<file path="config.mk">
export PLATFORM = sky130hd
export DESIGN_NAME = linear_audio_fade_top
export DESIGN_NICKNAME = d
export VERILOG_FILES = /design/src/rtl/lafade_pkg.sv /design/src/rtl/linear_audio_fade_top.sv /design/src/rtl/lafade_muldiv.sv
export SDC_FILE = /design/constraint.sdc
export NUM_CORES = 1
export LEC_CHECK = 0
export BUFFER_PORTS_ARGS = -buffer_cell sky130_fd_sc_hd__buf_2
export CORE_MARGIN = 1.5
export CORE_UTILIZATION = 32
export CTS_CLUSTER_SIZE = 28
export DETAILED_ROUTE_END_ITERATION = 10
export PLACE_DENSITY = 0.5
export SYNTH_ARGS = -nofsm -noshare
export SYNTH_HDL_FRONTEND = slang
export SYNTH_HIERARCHICAL = 1
export SYNTH_SLANG_ARGS = --single-unit
</file>
<file path="constraint.sdc">
create_clock -name clock -period 7.7 [get_ports clock]
set_input_delay 1.155 -clock clock [delete_from_list [all_inputs] [get_ports clock]]
set_output_delay 1.155 -clock clock [all_outputs]
set_load 0.01 [all_outputs]
</file>
<file path="src/rtl/lafade_pkg.sv">
package lafade_pkg;

   localparam int SAMPLE_W = 16;
   localparam int REG_W    = 32;
   localparam int PROD_W   = REG_W + SAMPLE_W;
   localparam int STEP_W   = $clog2(SAMPLE_W);
   localparam int CSR_IDX_W = 2;

   localparam logic [CSR_IDX_W-1:0] REG_FADE_MODE     = 2'd0;
   localparam logic [CSR_IDX_W-1:0] REG_FADE_LENGTH   = 2'd1;
   localparam logic [CSR_IDX_W-1:0] REG_TOTAL_SAMPLES = 2'd2;

   typedef struct packed {
      logic busy;
      logic done;
   } md_stat_type;

endpackage

</file>
<file path="src/rtl/linear_audio_fade_top.sv">
// Channel   Direction  Handshake            Payload
// req       in         req_valid/req_stall  req_pcm_in, req_clip_start
// rsp       out        rsp_valid/rsp_stall  rsp_pcm_out
// csr       in         csr_valid/csr_ready  csr_index, csr_wdata
//
// A sample on the ramp goes from one request to the next through capture, a decision
// state, 16 multiply and 16 divide steps of the bit-serial unit, taking the quotient
// and a hold state. A sample off the ramp passes only capture, decision and hold.
// One request is in work at a time. Reset is synchronous and clears the registers,
// the sample index and the control.
// A finished result waits in the output register while the next request is taken.
module linear_audio_fade_top #(
   parameter int INDEX_BITS = 32
) (
   input  logic                                  clock,
   input  logic                                  reset,
   input  logic                                  req_valid,
   output logic                                  req_stall,
   input  logic signed [lafade_pkg::SAMPLE_W-1:0] req_pcm_in,
   input  logic                                  req_clip_start,
   output logic                                  rsp_valid,
   input  logic                                  rsp_stall,
   output logic signed [lafade_pkg::SAMPLE_W-1:0] rsp_pcm_out,
   input  logic                                  csr_valid,
   output logic                                  csr_ready,
   input  logic [lafade_pkg::CSR_IDX_W-1:0]       csr_index,
   input  logic [lafade_pkg::REG_W-1:0]           csr_wdata
);
   import lafade_pkg::*;

   localparam int EXT_W = ((INDEX_BITS > REG_W) ? INDEX_BITS : REG_W) + 1;

   localparam logic [1:0] ST_IDLE   = 2'd0;
   localparam logic [1:0] ST_DECIDE = 2'd1;
   localparam logic [1:0] ST_CALC   = 2'd2;
   localparam logic [1:0] ST_HOLD   = 2'd3;

   localparam logic [INDEX_BITS-1:0] IDX_MAX = '1;

   logic [1:0]            state_ff, state_in;
   logic                  mode_ff, mode_in;
   logic [REG_W-1:0]      len_ff, len_in;
   logic [REG_W-1:0]      total_ff, total_in;
   logic [INDEX_BITS-1:0] sample_index_ff, sample_index_in;
   logic [INDEX_BITS-1:0] idx_ff, idx_in;
   logic [SAMPLE_W-1:0]   sample_ff, sample_in;
   logic [SAMPLE_W-1:0]   result_ff, result_in;
   logic [SAMPLE_W-1:0]   rsp_pcm_out_ff, rsp_pcm_out_in;
   logic                  rsp_valid_ff, rsp_valid_in;

   logic [INDEX_BITS-1:0] idx_sel;
   logic [EXT_W-1:0]      idx_ext, len_ext, tot_ext, ramp_sum, tail_diff;
   logic                  fadein_ramp, fadeout_ramp, past_end;
   logic [SAMPLE_W-1:0]   mag;
   logic [SAMPLE_W-1:0]   quot_signed;

   logic                  md_start;
   logic [REG_W-1:0]      md_num;
   logic [SAMPLE_W-1:0]   md_quot;
   md_stat_type           md_stat;

   assign idx_sel = req_clip_start ? '0 : sample_index_ff;

   assign idx_ext      = EXT_W'(idx_ff);
   assign len_ext      = EXT_W'(len_ff);
   assign tot_ext      = EXT_W'(total_ff);
   assign ramp_sum     = idx_ext + len_ext;
   assign tail_diff    = tot_ext - idx_ext;
   assign fadein_ramp  = (idx_ext < len_ext);
   assign fadeout_ramp = (ramp_sum > tot_ext);
   assign past_end     = (idx_ext >= tot_ext);

   // Inside the ramp the numerator is below the fade length, so 32 bits hold it.
   assign md_num      = mode_ff ? tail_diff[REG_W-1:0] : idx_ext[REG_W-1:0];
   assign mag         = sample_ff[SAMPLE_W-1] ? (~sample_ff + SAMPLE_W'(1)) : sample_ff;
   assign quot_signed = sample_ff[SAMPLE_W-1] ? (~md_quot + SAMPLE_W'(1)) : md_quot;

   lafade_muldiv u_muldiv (
      .clock    (clock),
      .reset    (reset),
      .md_start (md_start),
      .md_num   (md_num),
      .md_den   (len_ff),
      .md_mag   (mag),
      .md_quot  (md_quot),
      .md_stat  (md_stat)
   );

   always_comb begin
      mode_in  = mode_ff;
      len_in   = len_ff;
      total_in = total_ff;
      if (csr_valid && csr_ready) begin
         case (csr_index)
            REG_FADE_MODE:     mode_in  = csr_wdata[0];
            REG_FADE_LENGTH:   len_in   = csr_wdata;
            REG_TOTAL_SAMPLES: total_in = csr_wdata;
            default: begin
            end
         endcase
      end
   end

   always_comb begin
      state_in        = state_ff;
      sample_index_in = sample_index_ff;
      idx_in          = idx_ff;
      sample_in       = sample_ff;
      result_in       = result_ff;
      rsp_pcm_out_in  = rsp_pcm_out_ff;
      rsp_valid_in    = rsp_valid_ff && rsp_stall;
      md_start        = 1'b0;
      case (state_ff)
         ST_IDLE: begin
            if (req_valid) begin
               idx_in          = idx_sel;
               sample_in       = req_pcm_in;
               sample_index_in = (idx_sel == IDX_MAX) ? IDX_MAX : idx_sel + INDEX_BITS'(1);
               state_in        = ST_DECIDE;
            end
         end
         ST_DECIDE: begin
            result_in = sample_ff;
            state_in  = ST_HOLD;
            if (len_ff != '0) begin
               if (!mode_ff) begin
                  if (fadein_ramp) begin
                     md_start = 1'b1;
                     state_in = ST_CALC;
                  end
               end else if (fadeout_ramp) begin
                  if (past_end) begin
                     result_in = '0;
                  end else begin
                     md_start = 1'b1;
                     state_in = ST_CALC;
                  end
               end
            end
         end
         ST_CALC: begin
            if (md_stat.done) begin
               result_in = quot_signed;
               state_in  = ST_HOLD;
            end
         end
         ST_HOLD: begin
            if (!rsp_valid_ff || !rsp_stall) begin
               rsp_pcm_out_in = result_ff;
               rsp_valid_in   = 1'b1;
               state_in       = ST_IDLE;
            end
         end
         default: begin
            state_in = ST_IDLE;
         end
      endcase
   end

   always_ff @(posedge clock) begin
      if (reset) begin
         state_ff        <= ST_IDLE;
         mode_ff         <= 1'b0;
         len_ff          <= '0;
         total_ff        <= '0;
         sample_index_ff <= '0;
         rsp_valid_ff    <= 1'b0;
      end else begin
         state_ff        <= state_in;
         mode_ff         <= mode_in;
         len_ff          <= len_in;
         total_ff        <= total_in;
         sample_index_ff <= sample_index_in;
         rsp_valid_ff    <= rsp_valid_in;
      end
      idx_ff         <= idx_in;
      sample_ff      <= sample_in;
      result_ff      <= result_in;
      rsp_pcm_out_ff <= rsp_pcm_out_in;
   end

   assign req_stall   = (state_ff != ST_IDLE);
   assign rsp_valid   = rsp_valid_ff;
   assign rsp_pcm_out = rsp_pcm_out_ff;
   assign csr_ready   = 1'b1;

`ifndef SYNTHESIS
   a_accept_blocks: assert property (@(posedge clock) disable iff (reset)
      (req_valid && !req_stall) |=> req_stall)
      else $error("request accepted but the next one was not held off");

   a_calc_has_unit: assert property (@(posedge clock) disable iff (reset)
      (state_ff == ST_CALC) |-> (md_stat.busy || md_stat.done))
      else $error("waiting on the multiply-divide unit while it is idle");

   a_hold_delivers: assert property (@(posedge clock) disable iff (reset)
      (state_ff == ST_HOLD && (!rsp_valid || !rsp_stall)) |=>
         (rsp_valid && state_ff == ST_IDLE))
      else $error("finished result was not moved to the output register");
`endif

endmodule

</file>
<file path="src/rtl/lafade_muldiv.sv">
module lafade_muldiv (
   input  logic                               clock,
   input  logic                               reset,
   input  logic                               md_start,
   input  logic [lafade_pkg::REG_W-1:0]       md_num,
   input  logic [lafade_pkg::REG_W-1:0]       md_den,
   input  logic [lafade_pkg::SAMPLE_W-1:0]    md_mag,
   output logic [lafade_pkg::SAMPLE_W-1:0]    md_quot,
   output lafade_pkg::md_stat_type            md_stat
);
   import lafade_pkg::*;

   localparam logic [1:0] PH_IDLE = 2'd0;
   localparam logic [1:0] PH_MUL  = 2'd1;
   localparam logic [1:0] PH_DIV  = 2'd2;

   logic [1:0]          phase_ff, phase_in;
   logic [STEP_W-1:0]   step_ff, step_in;
   logic [PROD_W-1:0]   acc_ff, acc_in;
   logic [SAMPLE_W-1:0] mag_ff, mag_in;
   logic [REG_W-1:0]    num_ff, num_in;
   logic [REG_W-1:0]    den_ff, den_in;
   logic                done_ff, done_in;

   logic [PROD_W-1:0]   addend;
   logic [PROD_W-1:0]   mul_next;
   logic [REG_W:0]      trial;
   logic [REG_W+1:0]    diff;
   logic                ge;
   logic [REG_W-1:0]    rem_new;
   logic [PROD_W-1:0]   div_next;
   logic                last;

   // The multiply runs MSB first over the magnitude bits. The divide then
   // keeps the remainder in the upper word and shifts quotient bits into
   // the lower word; the product is below den * 2^16, so the upper word
   // starts out smaller than the divisor.
   assign addend   = mag_ff[SAMPLE_W-1] ? PROD_W'(num_ff) : '0;
   assign mul_next = {acc_ff[PROD_W-2:0], 1'b0} + addend;
   assign trial    = acc_ff[PROD_W-1:SAMPLE_W-1];
   assign diff     = {1'b0, trial} - {2'b00, den_ff};
   assign ge       = ~diff[REG_W+1];
   assign rem_new  = ge ? diff[REG_W-1:0] : trial[REG_W-1:0];
   assign div_next = {rem_new, acc_ff[SAMPLE_W-2:0], ge};
   assign last     = (step_ff == STEP_W'(SAMPLE_W - 1));

   always_comb begin
      phase_in = phase_ff;
      step_in  = step_ff + STEP_W'(1);
      acc_in   = acc_ff;
      mag_in   = mag_ff;
      num_in   = num_ff;
      den_in   = den_ff;
      done_in  = 1'b0;
      case (phase_ff)
         PH_IDLE: begin
            if (md_start) begin
               num_in   = md_num;
               den_in   = md_den;
               mag_in   = md_mag;
               acc_in   = '0;
               step_in  = '0;
               phase_in = PH_MUL;
            end
         end
         PH_MUL: begin
            acc_in = mul_next;
            mag_in = {mag_ff[SAMPLE_W-2:0], 1'b0};
            if (last) begin
               phase_in = PH_DIV;
            end
         end
         PH_DIV: begin
            acc_in = div_next;
            if (last) begin
               phase_in = PH_IDLE;
               done_in  = 1'b1;
            end
         end
         default: begin
            phase_in = PH_IDLE;
         end
      endcase
   end

   always_ff @(posedge clock) begin
      if (reset) begin
         phase_ff <= PH_IDLE;
         done_ff  <= 1'b0;
      end else begin
         phase_ff <= phase_in;
         done_ff  <= done_in;
      end
      step_ff <= step_in;
      acc_ff  <= acc_in;
      mag_ff  <= mag_in;
      num_ff  <= num_in;
      den_ff  <= den_in;
   end

   assign md_quot      = acc_ff[SAMPLE_W-1:0];
   assign md_stat.busy = (phase_ff != PH_IDLE);
   assign md_stat.done = done_ff;

endmodule

</file>
==> Word-level counts from Yosys, hierarchy flattened <==
Cells that the tools add are included.
{ "op_classes": {"addsub": 8, "n_lt_le_gt_ge": 3, "n_eq_ne": 15, "mux": 41, "bitwise": 4, "n_reduce_logical": 24} }
{ "ops": {"columns": ["op", "count"], "rows": [
  ["$mux 32", 5],
  ["$pmux 48 s3", 1],
  ["$mux 16", 8],
  ["$pmux 16 s2", 2],
  ["$add 48x48->48", 1],
  ["$mux 48", 1],
  ["$sub 33x32->34", 1],
  ["$add 32x32->33", 1],
  ["$gt 33x32->1", 1],
  ["$add 16x1->16 const B", 2],
  ["$add 32x1->32 const B", 1],
  ["$eq 32x32->1 const B", 1],
  ["$ge 32x32->1", 1],
  ["$lt 32x32->1", 1],
  ["$not 16->16", 2],
  ["$reduce_bool 32->1", 1],
  ["$sub 32x32->32", 1],
  ["$reduce_and 2->1", 9],
  ["$mux 2", 8],
  ["$mux 1", 12],
  ["$eq 2x2->1 const B", 4],
  ["$mux 4", 2],
  ["$pmux 2 s4", 1],
  ["$eq 2x1->1 const B", 3],
  ["other kinds (14)", 25]
]} }
{ "word_totals": {"reg_bits": 315, "inputBits": 56, "output_inout_bits": 19, "elab_cells": 112} }

==> Depth between registers and ports, before layout <==
{ "depth": {"depth_word": 8, "ltp_mapped": 27, "mapped_depth_nobuf": 27} }

==> Modules after synthesis <==
Netlist, hierarchy kept.
{ "modules_own_cells": {"columns": ["module", "instances", "cells_per_inst", "area_per_inst_um2", "seq_area_each_um2"], "rows": [
  ["linear_audio_fade_top", 1, 1603, 12988.7, 4404.2],
  ["lafade_muldiv", 1, 917, 9222.6, 3983.8]
]} }

==> Worst setup path after synthesis <==
No wires, ideal clock.
{ "synth_path": {"path_type": "reg2reg", "start": "register len_ff[0]", "end": "register u_muldiv.mag_ff[0] (enable)", "setup_time_ps": 369, "t_arrival_ps": 7567, "required_ps": 7331, "setup_slack_ps": -235, "path_stages_with_launch": 28, "path_buffers": 0, "synth_period_minus_slack_ps": 7935, "path_cell_list": "dfxtp_1 -> ha_1 -> inv_1 -> fa_1 -> nor2_1 -> o311ai_1 -> a211oi_1 -> o21ai_1 -> a21oi_1 -> a211o_1 -> a221oi_2 -> o21a_1 -> o2111ai_1 -> xnor2_1 -> ha_1 -> nand4_1 -> nor2_1 -> and3_1 -> o21ai_0 -> a21oi_1 -> a2111oi_0 -> a31o_2 -> a31oi_1 -> a22oi_2 -> nor2b_1 -> inv_1 -> nor2_1 -> a21o_1"} }
{ "synth_between": {"elab_chain_len": 8, "word_cells_on_any_way": 11, "classes_between": "add/sub: 1; order compare: 2; eq/ne: 1; mux: 5; reduce/logical: 2"} }
{ "synth_lines": {"columns": ["element", "line_no", "rtl"], "rows": [
  ["start, declared", "linear_audio_fade_top.sv:42", "logic [REG_W-1:0] len_ff, len_in;"],
  ["start signal, assigned", "linear_audio_fade_top.sv:171", "len_ff <= len_in;"],
  ["$add 32x32->33", "linear_audio_fade_top.sv:67", "assign ramp_sum = idx_ext + len_ext;"],
  ["$gt 33x32->1", "linear_audio_fade_top.sv:70", "assign fadeout_ramp = (ramp_sum > tot_ext);"],
  ["$mux 1", "linear_audio_fade_top.sv:131", "end else if (fadeout_ramp) begin"],
  ["$mux 1", "linear_audio_fade_top.sv:126", "if (!mode_ff) begin"],
  ["$mux 1 (*)", "linear_audio_fade_top.sv:125", "if (len_ff != '0) begin"],
  ["$mux 1 (*)", "linear_audio_fade_top.sv:113", "case (state_ff)"],
  ["net md_start", "linear_audio_fade_top.sv:57", "logic md_start;"],
  ["$ne 2x2->1 (no source line) (*)", null, null],
  ["$reduce_and 2->1 (no source line) (*)", null, null],
  ["end signal, assigned", "lafade_muldiv.sv:96", "mag_ff <= mag_in;"],
  ["end, declared", "lafade_muldiv.sv:20", "logic [SAMPLE_W-1:0] mag_ff, mag_in;"]
]} }
The timed path passes the listed nets; every way through them passes the cells marked *.
A chain may end at the register's enable or synchronous reset.

==> Final worst setup path <==
{ "layout_path": {"start": "register len_ff[0]", "end": "register u_muldiv.acc_ff[31] (enable)"} }
{ "layout_between": {"elab_chain_len": 8, "word_cells_on_any_way": 11, "classes_between": "add/sub: 1; order compare: 2; eq/ne: 1; mux: 5; reduce/logical: 2"} }
{ "layout_lines": {"columns": ["element", "line_no", "rtl"], "rows": [
  ["$add 32x32->33", "linear_audio_fade_top.sv:67", null],
  ["$gt 33x32->1", "linear_audio_fade_top.sv:70", null],
  ["$mux 1", "linear_audio_fade_top.sv:131", null],
  ["$mux 1", "linear_audio_fade_top.sv:126", null],
  ["$mux 1 (*)", "linear_audio_fade_top.sv:125", null],
  ["$mux 1 (*)", "linear_audio_fade_top.sv:113", null],
  ["net md_start", "linear_audio_fade_top.sv:57", null],
  ["$ne 2x2->1 (no source line) (*)", null, null],
  ["$reduce_and 2->1 (no source line) (*)", null, null],
  ["end signal, assigned", "lafade_muldiv.sv:95", "acc_ff <= acc_in;"],
  ["end, declared", "lafade_muldiv.sv:19", "logic [PROD_W-1:0] acc_ff, acc_in;"]
]} }
Marks and branches as above.

==> metrics <==
number of global-route vias before repair=between 15k and 20k; type of the tightest min-delay check=reg2reg; Slowest Stage Delay on Critical Path=540 ps; sort of element at the end of the critical path=register; depth of the worst register-to-register path=27; clock latency reported for the late side of the worst-skew pair=between 500 and 600 ps; hold depth=0; Remaining Overflow, GRT=0; mean area per synthesized cell=roughly 8.8 um2; synthesized instance count=around 2.5k; clock buffer count from CTS=39; growth of design area from synthesis to finish=10.91%; endpoint arrival time on the critical path=between 6000 and 7000 ps; leading post-synthesis cells by cell area=sky130_fd_sc_hd__edfxtp_1 (28%), sky130_fd_sc_hd__ha_1 (11%), sky130_fd_sc_hd__dfxtp_1 (9.6%), sky130_fd_sc_hd__a21oi_1 (5.5%), sky130_fd_sc_hd__nand2_1 (4.7%); Worst Setup Path Type=reg2reg; combined global-route utilization of all metal layers=between 15 and 20%; Yosys warning total=6; worst voltage drop across the vdd grid=between 100 and 150 uV; register area share after synthesis=37.76%; Post-Layout Cell Count=about 3.5k; Data required, critical path=~7900 ps; area inside the core boundary=between 60000 and 70000 um2; post-CTS sizing=0; worst slew pin tran=1076 ps; Die W=266.5 um; CTS clock-pin slew for the worst setup and hold paths=around 60 ps; unrepaired setup endpoints after global routing=no; post-synthesis cell area=between 20000 and 25000 um2; post-place instance area=23400 um2; run status=completed; Final Cell Area=24630 um2; number of buffers on the longest clock path=3; cell family contributing the most delay on the critical path=compound AO/OA/AOI/OAI gates; crit path buf inv count=3; sum of negative setup slack=0 ps; starting density of the core=~32%; min Tclk post-route=between 6000 and 7000 ps; Seq cells post-synth=about 320; residual antenna-violating net count after detailed routing=0; number of placed I/O pins=75; Cell Pwr Density=around 290 nW/um2; Fmax=approximately 0.15 GHz; Final Max Slew Viols=0; initial antenna violation count=0; CTS tree=yes; drt pass-1 iters=7; clock sink count=315; synth cell count leaders=sky130_fd_sc_hd__nand2_1 (279), sky130_fd_sc_hd__a21oi_1 (243), sky130_fd_sc_hd__edfxtp_1 (208), sky130_fd_sc_hd__ha_1 (204), sky130_fd_sc_hd__inv_1 (194); layout filler cell count=7088; Lkg Pwr=0.009468 uW; top flip-flop cell by instance count after synthesis=sky130_fd_sc_hd__edfxtp_1; number of synthesized flops with an enable pin=~210; post-synthesis cell type with the largest combined area=sky130_fd_sc_hd__edfxtp_1; post-synthesis cell type count=87; post-detail-place hpwl=~49 mm; hold violation count in the final report=0; Worst path depth=27; kind of launch point of the worst setup path=register; number of setup buffers added after CTS=0; largest net degree at the start of global routing=a little under 70; proportion of register bits with asynchronous set or reset after synthesis=0%; die boundary height=about 270 um; fraction of layout instances using a drive strength above 1=7.791%; Remaining DRCs=0; Iter 0 DRT Violations=1214; number of setup violations in the final report=0; Final #Nets=roughly 2.8k; Total Die Area=between 70000 and 80000 um2; placed cell count=3428; Rel. slew slack=between 20% and 30%; cell with the largest stage delay on the worst path=sky130_fd_sc_hd__buf_4; Post-Route Skew=roughly 21 ps; hold-fix buffer count after cts=0; Buffers on Ports=73; routed via count divided by cell count=slightly above 5; placement row count=96; Inserted Diodes=0; wire length of the first global-routing pass=100.2 mm; clock root buffer=sky130_fd_sc_hd__clkbuf_16; fraction of the cycle the final worst path needs=84.72%; largest fanout on the critical path=48; Synthesized Nets=2784; maxcap violations=0; Routed Wire Length=around 64 mm; H-tree lvl count=2; most frequently used cell type in the post-synthesis netlist=sky130_fd_sc_hd__nand2_1; final RePlAce weighted congestion=approximately 0.93; total power=approximately 7100 uW; fraction of synthesized cell area taken by the top area cell type=roughly 28%; average wire per standard cell=18.16 um; vias post-DR=approximately 18k
==> kinds of logic (layout without fill, tap and decap cells) <==
logic type | Yosys count | count (layout) | share of synthesized area [%]
fa+ha+maj | 208 | 208 | 11.85
mux | 47 | 47 | 2.231
buf+inv | 311 | 358 | 5.661
flops | 315 | 315 | 37.76
simple gates | 789 | 789 | 17.24
compound gates | 711 | 711 | 19.80
xor+xnor | 138 | 138 | 5.442
other cells | 1 | 1 | 0.01688
==> cells in the final DEF, fill, tap and decap left out, types with 15 or more instances in the layout <==
| cell type | count |
|---|---|
| sky130_fd_sc_hd__o31ai_1 | 18 |
| sky130_fd_sc_hd__nand2_1 | 279 |
| sky130_fd_sc_hd__and3_1 | 31 |
| sky130_fd_sc_hd__xor2_1 | 50 |
| sky130_fd_sc_hd__nor2b_1 | 74 |
| sky130_fd_sc_hd__xnor2_1 | 88 |
| sky130_fd_sc_hd__a211oi_1 | 31 |
| sky130_fd_sc_hd__and2_1 | 38 |
| sky130_fd_sc_hd__dfxtp_1 | 106 |
| sky130_fd_sc_hd__edfxtp_1 | 208 |
| sky130_fd_sc_hd__nand4_1 | 27 |
| sky130_fd_sc_hd__nor2_1 | 155 |
| sky130_fd_sc_hd__a31oi_1 | 29 |
| sky130_fd_sc_hd__buf_4 | 16 |
| sky130_fd_sc_hd__o211ai_1 | 15 |
| sky130_fd_sc_hd__o21bai_1 | 19 |
| sky130_fd_sc_hd__clkbuf_16 | 40 |
| sky130_fd_sc_hd__mux2i_1 | 27 |
| sky130_fd_sc_hd__a21oi_1 | 242 |
| sky130_fd_sc_hd__mux2_2 | 20 |
| sky130_fd_sc_hd__nor4_1 | 16 |
| sky130_fd_sc_hd__a21o_1 | 61 |
| sky130_fd_sc_hd__o22ai_1 | 17 |
| sky130_fd_sc_hd__inv_1 | 194 |
| sky130_fd_sc_hd__ha_1 | 204 |
| sky130_fd_sc_hd__nand2b_1 | 30 |
| sky130_fd_sc_hd__o21ai_0 | 166 |
| sky130_fd_sc_hd__nand3_1 | 41 |
| sky130_fd_sc_hd__nor3_1 | 44 |
| sky130_fd_sc_hd__buf_2 | 72 |
==> final cells by class <==
cell class	count	area [um2]	share of cell area (%)
Clock buffer	51	1072	4.353
Multi-Input combinational cell	1894	12600	51.13
Clock inverter	19	163.9	0.6654
Tap cell	931	1165	4.729
Sequential cell	315	8389	34.06
Inverter	199	747.0	3.032
Timing Repair Buffer	89	500.5	2.032
==> through the flow <==
step	worst slack (ps)	hold slack (ps)	util, %
after floorplan	587.9	400.3	-
after global placement	1106	408.0	34.05
after detailed placement	1181	404.5	34.05
after CTS	1139	418.2	35.85
after global routing	691.6	436.5	35.85
final	1177	416.9	35.85
==> path summary, 6_finish.rpt <==
| check | start | to | slack [ps] |
|---|---|---|---|
| hold reg to reg | result_ff[7] | rsp_pcm_out[7] | 420 |
| setup reg to reg | len_ff[0] | u_muldiv/acc_ff[31] | 1180 |
| hold / removal | result_ff[7] | rsp_pcm_out[7] | 420 |
| setup / recovery | len_ff[0] | u_muldiv/acc_ff[31] | 1180 |
==> registers in the layout (all words and copies together), names as in the netlist, 16 cells and up <==
name / flops
u_muldiv/acc_ff: 48
idx_ff: 32
len_ff: 32
sample_index_ff: 32
total_ff: 32
u_muldiv/den_ff: 32
u_muldiv/num_ff: 32
result_ff: 16
rsp_pcm_out: 16
sample_ff: 16
u_muldiv/mag_ff: 16
==> power breakdown <==
group          leakage, uW  internal [uW]  switching (uW)  total [uW]
sequential         0.00282           2240             285        2520
clock             0.000604           1050             743        1790
combinational      0.00604           1070            1690        2760
==> routing by layer <==
layer / wire length (um) / vias up / global-route usage, %
li1: - / 9060 / -
met1: 30140 / 8571 / 24.54
met2: 29260 / 415 / 29.49
met3: 2653 / 85 / 2.057
met4: 1457 / 0 / 5.037
met5: 0 / - / 0
==> worst register-to-register path: cells and delay by family, from the launching register on <==
family | cells | cell delay, ps
compound gates | 15 | 3190
xor+xnor | 1 | 100
fa+ha+maj | 3 | 880
buf+inv | 3 | 730
flops | 1 | 400
simple gates | 5 | 790
Note: power is estimated with default switching activity, not from simulation.
